### src/hw/rtl/s3ls_fifo.sv
`timescale 1ns / 1ps
`default_nettype none
// ----------------------------------------------------------------------------
// s3ls_fifo
// Small register queue with count-based full and empty flags.
// ----------------------------------------------------------------------------
module s3ls_fifo #(
  parameter int  DEPTH = 2,
  parameter type T     = logic
) (
  input  wire logic clk_i,
  input  wire logic rst_ni,
  input  wire logic wr_i,
  input  wire T     wdata_i,
  input  wire logic rd_i,
  output T          rdata_o,
  output logic      empty_o,
  output logic      full_o
);
  localparam int PTR_W = (DEPTH > 1) ? $clog2(DEPTH) : 1;
  localparam int CNT_W = $clog2(DEPTH + 1);

  T                 mem [DEPTH];
  logic [PTR_W-1:0] wp_q, wp_d, rp_q, rp_d;
  logic [CNT_W-1:0] cnt_q, cnt_d;
  logic             do_wr, do_rd;

  assign empty_o = (cnt_q == '0);
  assign full_o  = (cnt_q == CNT_W'(DEPTH));
  assign do_wr   = wr_i && !full_o;
  assign do_rd   = rd_i && !empty_o;
  assign rdata_o = mem[rp_q];

  // advance pointers and count
  always_comb begin
    wp_d  = do_wr ? wp_q + PTR_W'(1) : wp_q;
    rp_d  = do_rd ? rp_q + PTR_W'(1) : rp_q;
    cnt_d = cnt_q + CNT_W'(do_wr) - CNT_W'(do_rd);
  end

  always_ff @(posedge clk_i or negedge rst_ni) begin
    if (!rst_ni) begin
      wp_q  <= '0;
      rp_q  <= '0;
      cnt_q <= '0;
    end else begin
      wp_q  <= wp_d;
      rp_q  <= rp_d;
      cnt_q <= cnt_d;
    end
  end

  // store word
  always_ff @(posedge clk_i) begin
    if (do_wr) begin
      mem[wp_q] <= wdata_i;
    end
  end

endmodule
`default_nettype wire

### config.mk
export PLATFORM = sky130hd
export DESIGN_NAME = s3ls_fifo
export DESIGN_NICKNAME = d
export VERILOG_FILES = /design/src/hw/rtl/s3ls_fifo.sv
export SDC_FILE = /design/constraint.sdc
export NUM_CORES = 1
export LEC_CHECK = 0
export ABC_CLOCK_PERIOD_IN_PS = 3000
export BUFFER_PORTS_ARGS = -buffer_cell sky130_fd_sc_hd__buf_2
export CORE_AREA = 2 2 39 41
export DETAILED_ROUTE_END_ITERATION = 12
export DIE_AREA = 0 0 41 43
export PLACE_DENSITY = 0.35
export SKIP_LAST_GASP = 1
export SYNTH_ARGS = -nofsm -noshare
export SYNTH_HDL_FRONTEND = slang
export SYNTH_SLANG_ARGS = --single-unit
### constraint.sdc
create_clock -name clk_i -period 3 [get_ports clk_i]
set_input_delay 0.3 -clock clk_i [delete_from_list [all_inputs] [get_ports clk_i]]
set_output_delay 0.3 -clock clk_i [all_outputs]
set_load 0.01 [all_outputs]
==> qor.yml, run 1 <==
status: "finished clean"
timing.fmax_mhz: 660.7
antenna_found_initial: 0
overflow: 0
ys_warn_count: 0
synth_top_area_share_pct: 36.87
slew_headroom_pct: 89.29
arrival_ns: 1.68
cts_setup_buffers: 0
antenna_left: 0
syn_area_sq_um: 271.5
routed_wl_microns: 422
comb_power_share_pct: 38.7
postLayoutCoreUtil_pct: 25.95
synth_cell_types: 12
die_y_microns: 43
switchingPower_mw: 0.1171
cp-startpoint: "cnt_q[1]"
required_ns: 3.17
r2r-start: "cnt_q[1]"
finalCritPeriodShare_pct: 50.45
clock_latency_ns: 0.24
hold_buffers: 1
setup_violations: 0
fp.dieArea_sq_um: 1763
syn_inst: 21
grt_pass1_wl_microns: 683
cts_tree: "done"
cts_resized: 0
die_w_microns: 41
wl_per_cell_microns: 8.792
cts.sinks: 6
clockBufferDepth: 2
cts-buffers-inserted: 3
grt_max_degree: 5
worst_slew_pin_slew_ns: 0.1595
intPower_mw: 0.2421
synth_top_area_cell: "dfrtp_1"
dr.pass1.iters: 1
skew_ns: 0.001050
track_usage_pct: 6.579
ir_worst_vdd_mv: 0.3157
synthTopCellsByArea: "dfrtp_1 37%, edfxtp_1 22%, xnor2_1 9.7%"
static-leakage-power_nw: 0.1742
path_clk_slew_ns: 0.04
p_clk_share_pct: 20.3
crit_path_start_kind: "flop"
fin_setup_tns_ns: 0
initial_core_util_pct: 19.62
switching_share_pct: 32.59
avgSynthCellArea_sq_um: 12.93
final_hold_viol_count: 0
drive_above_1_share_pct: 37.50
slew_viol_final: 0
htreeDepth: 1
min_period_ns: 1.513
hold_class: "in -> reg"
post-route-drc-count: 0
endpoint_kind: "flop"
synth_seq_cells: 6
rows: 14
num_antenna_cells: 0
syn_to_final_growth_pct: 32.26
grt_pass1_vias: 188
grt_setup_unrepaired: "no"
via_count: 180
pre_cts_ws_ns: 1.484
gp_congestion: 0.6895
core_area_sq_um: 1384
io_pins: 8
cap_violations: 0
yosysSeqAreaShare_pct: 58.99
clockRootBuffer: "clkbuf_4"
finalWorstSetupSlack_ns: 1.487
pwr-share-seq_pct: 41.0
io_buffers: 7
power_density_nw_per_um2: 1000
path_class: "reg -> reg"
place_hpwl_microns: 335.6
nNetsFinal: 41
critPathMaxFanout: 3
syn-num-nets: 28
drtIter0Drc: 0
worstHoldStart: "wdata_i"
viasPerCell: 3.750
-- critical path: stages (launching register included) --
cell      delay [ns]
dfrtp_1         0.40
nand2b_1        0.12
nand2_1         0.12
ha_1            0.29
inv_1           0.04
ha_1            0.18
xnor2_1         0.16
xnor2_1         0.13
-- area by class of cell --
type | count | area, sq um
clock buffer | 3 | 22.52
fill | 145 | 1025
inverter | 2 | 7.507
multi-input combinational | 13 | 103.9
sequential | 6 | 160.2
tap | 16 | 20.02
timing repair buffer | 8 | 45.04
-- per-layer routing --
layer / vias to the layer above / track usage, % / share of wire [%]
met5: - / 0 / 0
met4: 0 / 6.000 / 0
met3: 0 / 6.283 / 7.8
met2: 5 / 8.750 / 48
met1: 85 / 5.281 / 44
li1: 90 / - / -
-- per-stage QoR --
stage	cells	total power [mW]	cell area, sq um	hold WS, ns
after floorplan	21	0.2491	271.5	0.004409
after global placement	44	0.2849	326.6	0.1173
after detailed placement	44	0.2890	326.6	0.1160
after CTS	48	0.3668	359.1	0.2405
after global routing	48	0.3888	359.1	0.2476
final	48	0.3592	359.1	0.2475
-- power by group through the flow --
| stage | combinational [mW] | sequential (mW) | clock (mW) |
|---|---|---|---|
| 6_report | 0.139 | 0.147 | 0.0730 |
| 5_1_grt | 0.158 | 0.150 | 0.0801 |
| 4_1_cts | 0.142 | 0.148 | 0.0768 |
| 3_5_place_dp | 0.140 | 0.149 | 0 |
| 3_3_place_gp | 0.137 | 0.148 | 0 |
| 2_1_floorplan | 0.106 | 0.143 | 0 |
-- placed cells by master, fill, tap and decap left out, drive strengths merged --
cell type / netlist / layout
and3: 1 / 1
buf: 0 / 7
clkbuf: 0 / 3
dfrtp: 4 / 4
dlygate4sd3: 0 / 1
edfxtp: 2 / 2
ha: 2 / 2
inv: 2 / 2
mux2: 1 / 1
nand2: 1 / 1
nand2b: 1 / 1
nor2: 2 / 2
nor2b: 1 / 1
xnor2: 3 / 3
xor2: 1 / 1
-- registers in the layout, indices dropped and copies added, names as in the netlist --
signal	cells
cnt_q	2
mem	2
rp_q	1
wp_q	1
-- path summary, 6_finish.rpt --
| check | to | slack [ns] | cells past startpoint |
|---|---|---|---|
| max | cnt_q[1] | 1.49 | 7 |
| min | mem[0] | 0.25 | 1 |
| max reg2reg | cnt_q[1] | 1.49 | 7 |
| min reg2reg | rp_q | 0.48 | 1 |
| max in group asynchronous | cnt_q[0] | 2.48 | 2 |
| min in group asynchronous | rp_q | 0.40 | 2 |
-- cell families (layout without fill, tap and decap cells) --
kind of cell	Yosys count	count (layout)	share of synthesized area (%)
DFF	6	6	58.99
xor gates and xnor gates	4	4	12.91
muxes	1	1	4.147
adders and majority gates	2	2	9.215
buffers and inverters	2	13	2.766
and+or+nand+nor	6	6	11.98
-- synthesized netlist by cell type --
library cell	n
xnor2_1	3
nand2_1	1
mux2_2	1
nor2_1	2
nand2b_1	1
and3_1	1
ha_1	2
edfxtp_1	2
inv_1	2
nor2b_2	1
dfrtp_1	4
xor2_1	1
Power figures use the tool's default switching activity.
==> inputs of run 2 (changes only) <==
--- a/config.mk
+++ b/config.mk
@@ -5,7 +5,7 @@
 export SDC_FILE = /design/constraint.sdc
 export NUM_CORES = 1
 export LEC_CHECK = 0
-export ABC_CLOCK_PERIOD_IN_PS = 3000
+export ABC_CLOCK_PERIOD_IN_PS = 1400
 export BUFFER_PORTS_ARGS = -buffer_cell sky130_fd_sc_hd__buf_2
 export CORE_AREA = 2 2 39 41
 export DETAILED_ROUTE_END_ITERATION = 12
==> constraint.sdc (replaced) <==
create_clock -name clk_i -period 1.4 [get_ports clk_i]
set_input_delay 0.14 -clock clk_i [delete_from_list [all_inputs] [get_ports clk_i]]
set_output_delay 0.14 -clock clk_i [all_outputs]
set_load 0.01 [all_outputs]
==> qor.yml, run 2 (synthesized netlist as in run 1, its figures left out) <==
status: "complete, but fails checks"
violations: "negative setup slack"
hold_class: "in -> reg"
crit_path_start_kind: "flop"
timing.hold.ws_ns: 0.07735
grt_max_degree: 5
path_clk_slew_ns: 0.05
die_y_microns: 43
ff_latch_area_sq_um: 161.4
clockBufferDepth: 2
syn_to_final_growth_pct: 73.27
initial_core_util_pct: 19.62
track_usage_pct: 8.274
max_stage_delay_ns: 0.40
final_cells: 55
setup_violations: 1
critical_path_buf_inv_count: 1
place_inst: 48
slew_viol_final: 0
reg2reg_setup_slack_ns: -0.03
clock_latency_ns: 0.25
timing.fmax_mhz: 697.0
post-route-drc-count: 0
comb_power_share_pct: 52.1
fp.dieArea_sq_um: 1763
clockRootBuffer: "clkbuf_4"
skew_ns: 0.008421
grt_pass1_wl_microns: 883
cts_tree: "done"
antenna_left: 0
cp_common_cell: "ha_4"
cpLargestDelayFamily: "adder cells"
p_clk_share_pct: 16.3
slowest_stage: "dfrtp_1"
arrival_ns: 1.56
rows: 14
endpoint_kind: "flop"
wl_per_cell_microns: 9.800
overflow: 0
antenna_found_initial: 0
pwr-share-seq_pct: 31.6
min_period_ns: 1.435
power_density_nw_per_um2: 2297
via_count: 206
io_pins: 8
multiInputGateArea_sq_um: 158.9
finalCritPeriodShare_pct: 102.5
static-leakage-power_nw: 0.2142
finalWorstSetupSlack_ns: -0.03464
dr.pass1.iters: 2
drive_above_1_share_pct: 69.23
intPower_mw: 0.7215
worst_slew_pin_slew_ns: 0.1814
nNetsFinal: 47
switching_share_pct: 33.24
core_area_sq_um: 1384
pre_cts_ws_ns: -0.09290
postLayoutCoreUtil_pct: 34.00
place_hpwl_microns: 404.3
layout_common_cells: "6 x buf_2, 6 x buf_4, 3 x clkbuf_4, 3 x dfrtp_1"
routed_wl_microns: 539
cts.sinks: 6
io_buffers: 7
path_class: "reg -> reg"
gp_congestion: 0.7258
die_w_microns: 41
grt_setup_unrepaired: "yes"
largestRegisters: "cnt_q (2), mem (2)"
cts-buffers-inserted: 3
htreeDepth: 1
cp_cell_sequence: "nand2b_4, nand2_4, ha_4, inv_2, ha_4, xnor2_2, xnor2_1"
switchingPower_mw: 0.3592
slew_headroom_pct: 87.85
cap_violations: 0
required_ns: 1.52
drtIter0Drc: 1
final_hold_viol_count: 0
viasPerCell: 3.745
ir_worst_vdd_mv: 0.7180
critPathMaxFanout: 3
num_antenna_cells: 0
final.fill_count: 143
grt_pass1_vias: 208
## run 2: timing repair
action                                  4_1_cts  5_1_grt
pin swaps                                     5        0
hold buffers                                  1        0
buffers inserted                              1        1
gates resized for setup                       5        2
endpoints found under the setup margin        1        2
hold endpoints to repair                      4        0
## run 2: worst paths after layout
kind | from | end | cells past startpoint
max | cnt_q[0] | cnt_q[1] | 7
min | wdata_i | mem[1] | 1
max reg2reg | cnt_q[0] | cnt_q[1] | 7
max in group asynchronous | rst_ni | cnt_q[1] | 2
min reg2reg | rp_q | rp_q | 1
min in group asynchronous | rst_ni | wp_q | 2
## run 2: worst reg2reg max path, delay by kind of cell, from the launching register on
kind | cells | cell delay, ns
buffers and inverters | 1 | 0.04
AND/OR/NAND/NOR | 2 | 0.22
XOR/XNOR | 2 | 0.24
flip-flops | 1 | 0.40
adder cells (fa/ha/maj) | 2 | 0.41
## run 2: layer usage
| layer | vias up | wire [microns] | global-route usage, % |
|---|---|---|---|
| met2 | 5 | 263 | 10.63 |
| met1 | 96 | 227 | 9.804 |
| li1 | 103 | - | - |
| met4 | 0 | 8 | 10.00 |
| met3 | 2 | 39 | 1.571 |
| met5 | - | 0 | 0 |
## run 2: power groups by stage
stage	combinational [mW]	clock, mW	sequential (mW)
detailed placement	0.411	0	0.345
floorplan	0.258	0	0.335
finish	0.563	0.176	0.342
global placement	0.396	0	0.344
CTS	0.526	0.185	0.343
global route	0.620	0.198	0.351
## run 2: final cells by class
class	count	share of cell area (%)
clock buffer	4	5.585
inverter	2	1.596
multi-input combinational	13	33.78
sequential	6	34.31
tap	16	4.255
timing repair buffer	14	20.48
## run 2: metrics by stage
step / power [mW] / setup TNS [ns] / cell area, sq um
after global routing: 1.169 / -0.09350 / 470.5
final: 1.081 / -0.03464 / 470.5
after floorplan: 0.5939 / -0.04753 / 292.8
after detailed placement: 0.7562 / -0.09290 / 377.9
after global placement: 0.7399 / -0.05076 / 377.9
after CTS: 1.054 / -0.04011 / 456.7
==> inputs of run 3 (changes only) <==
--- a/config.mk
+++ b/config.mk
@@ -10,8 +10,9 @@
 export CORE_AREA = 2 2 39 41
 export DETAILED_ROUTE_END_ITERATION = 12
 export DIE_AREA = 0 0 41 43
-export PLACE_DENSITY = 0.35
+export PLACE_DENSITY_LB_ADDON = 0.08
 export SKIP_LAST_GASP = 1
 export SYNTH_ARGS = -nofsm -noshare
 export SYNTH_HDL_FRONTEND = slang
 export SYNTH_SLANG_ARGS = --single-unit
+export TNS_END_PERCENT = 1
==> qor.yml, run 3 (synthesized netlist as in run 1, its figures left out) <==
cts_tree: "done"
rows: 14
static-leakage-power_nw: 0.2193
timing.fmax_mhz: 699.2
finalWorstSetupSlack_ns: -0.03030
track_usage_pct: 8.392
critPathMaxFanout: 3
num_antenna_cells: 0
io_pins: 8
finalCritPeriodShare_pct: 102.2
antenna_found_initial: 0
required_ns: 1.53
grt_pass1_wl_microns: 869
grt_pass1_vias: 217
initial_core_util_pct: 19.62
power_density_nw_per_um2: 2258
postLayoutCoreUtil_pct: 34.09
crit_path_start_kind: "flop"
clockBufferDepth: 2
arrival_ns: 1.56
cts.sinks: 6
cts-buffers-inserted: 3
syn_to_final_growth_pct: 73.73
routed_wl_microns: 561
path_class: "reg -> reg"
via_count: 204
core_area_sq_um: 1384
timing.hold.ws_ns: 0.09011
worst_slew_pin_slew_ns: 0.1886
wl_per_cell_microns: 10.02
layout_common_cells: "7 x buf_2, 7 x buf_4, 3 x clkbuf_4, 3 x dfrtp_1"
path_clk_slew_ns: 0.05
status: "complete, but fails checks"
slew_viol_final: 0
slew_headroom_pct: 87.37
dr.pass1.iters: 2
setup_violations: 1
antenna_left: 0
fp.dieArea_sq_um: 1763
final_hold_viol_count: 0
final.fill_count: 143
die_y_microns: 43
drtIter0Drc: 1
gp_congestion: 0.6939
die_w_microns: 41
viasPerCell: 3.643
overflow: 0
largestRegisters: "cnt_q (2), mem (2)"
nNetsFinal: 48
ir_worst_vdd_mv: 0.6436
place_hpwl_microns: 425.8
skew_ns: 0.006769
min_period_ns: 1.430
violations: "negative setup slack"
clockRootBuffer: "clkbuf_4"
htreeDepth: 1
endpoint_kind: "flop"
io_buffers: 7
clock_latency_ns: 0.24
hold_class: "in -> reg"
grt_setup_unrepaired: "yes"
post-route-drc-count: 0
grt_max_degree: 5
cap_violations: 0
drive_above_1_share_pct: 67.50
[run 3: through the flow]
step | cell area (sq um) | instances | worst slack, ns | TNS, ns | power (mW)
floorplan | 292.8 | 21 | -0.04753 | -0.04753 | 0.5939
global placement | 377.9 | 48 | -0.05869 | -0.05869 | 0.7394
detailed placement | 377.9 | 48 | -0.07653 | -0.07653 | 0.7540
CTS | 464.2 | 55 | -0.03556 | -0.03556 | 1.059
global route | 471.7 | 56 | -0.09921 | -0.1203 | 1.159
finish | 471.7 | 56 | -0.03030 | -0.03030 | 1.065
[run 3: layout make-up]
cell class | instances | area [sq um] | area share, %
Clock buffer | 4 | 26.28 | 5.570
Inverter | 2 | 7.507 | 1.592
Tap cell | 16 | 20.02 | 4.244
Timing Repair Buffer | 15 | 97.59 | 20.69
Sequential cell | 6 | 161.4 | 34.22
Multi-Input combinational cell | 13 | 158.9 | 33.69
[run 3: report_power, final]
part           internal [mW]  switching [mW]
clock network          0.108          0.0656
logic                  0.335           0.214
registers              0.267          0.0757
total                  0.710           0.355
[run 3: critical path: stages (launching register included)]
cell	delay, ns
dfrtp_1	0.40
nand2b_4	0.17
nand2_4	0.05
ha_4	0.26
inv_2	0.04
ha_4	0.15
xnor2_2	0.12
xnor2_1	0.12
[run 3: worst paths after layout]
check	to	cells past startpoint	slack (ns)	startpoint
setup / recovery	cnt_q[1]	7	-0.03	cnt_q[0]
hold / removal	mem[1]	1	0.09	wdata_i
setup reg to reg	cnt_q[1]	7	-0.03	cnt_q[0]
hold reg to reg	rp_q	1	0.48	rp_q
max in group asynchronous	cnt_q[1]	2	1.03	rst_ni
min in group asynchronous	cnt_q[0]	2	0.24	rst_ni
[run 3: what timing repair did]
action / in CTS / in global routing
cloned: 0 / 0
hold buffers: 1 / 0
pin swaps: 5 / 0
setup buffers: 2 / 1
gates resized for setup: 5 / 0
setup endpoints to repair: 1 / 2
hold endpoints to repair: 4 / 0
[run 3: layer usage]
| metal | routed length (microns) | global-route usage (%) |
|---|---|---|
| met3 | 39 | 3.141 |
| met4 | 0 | 8.000 |
| met1 | 206 | 8.553 |
| met5 | 0 | 0 |
| met2 | 314 | 12.19 |
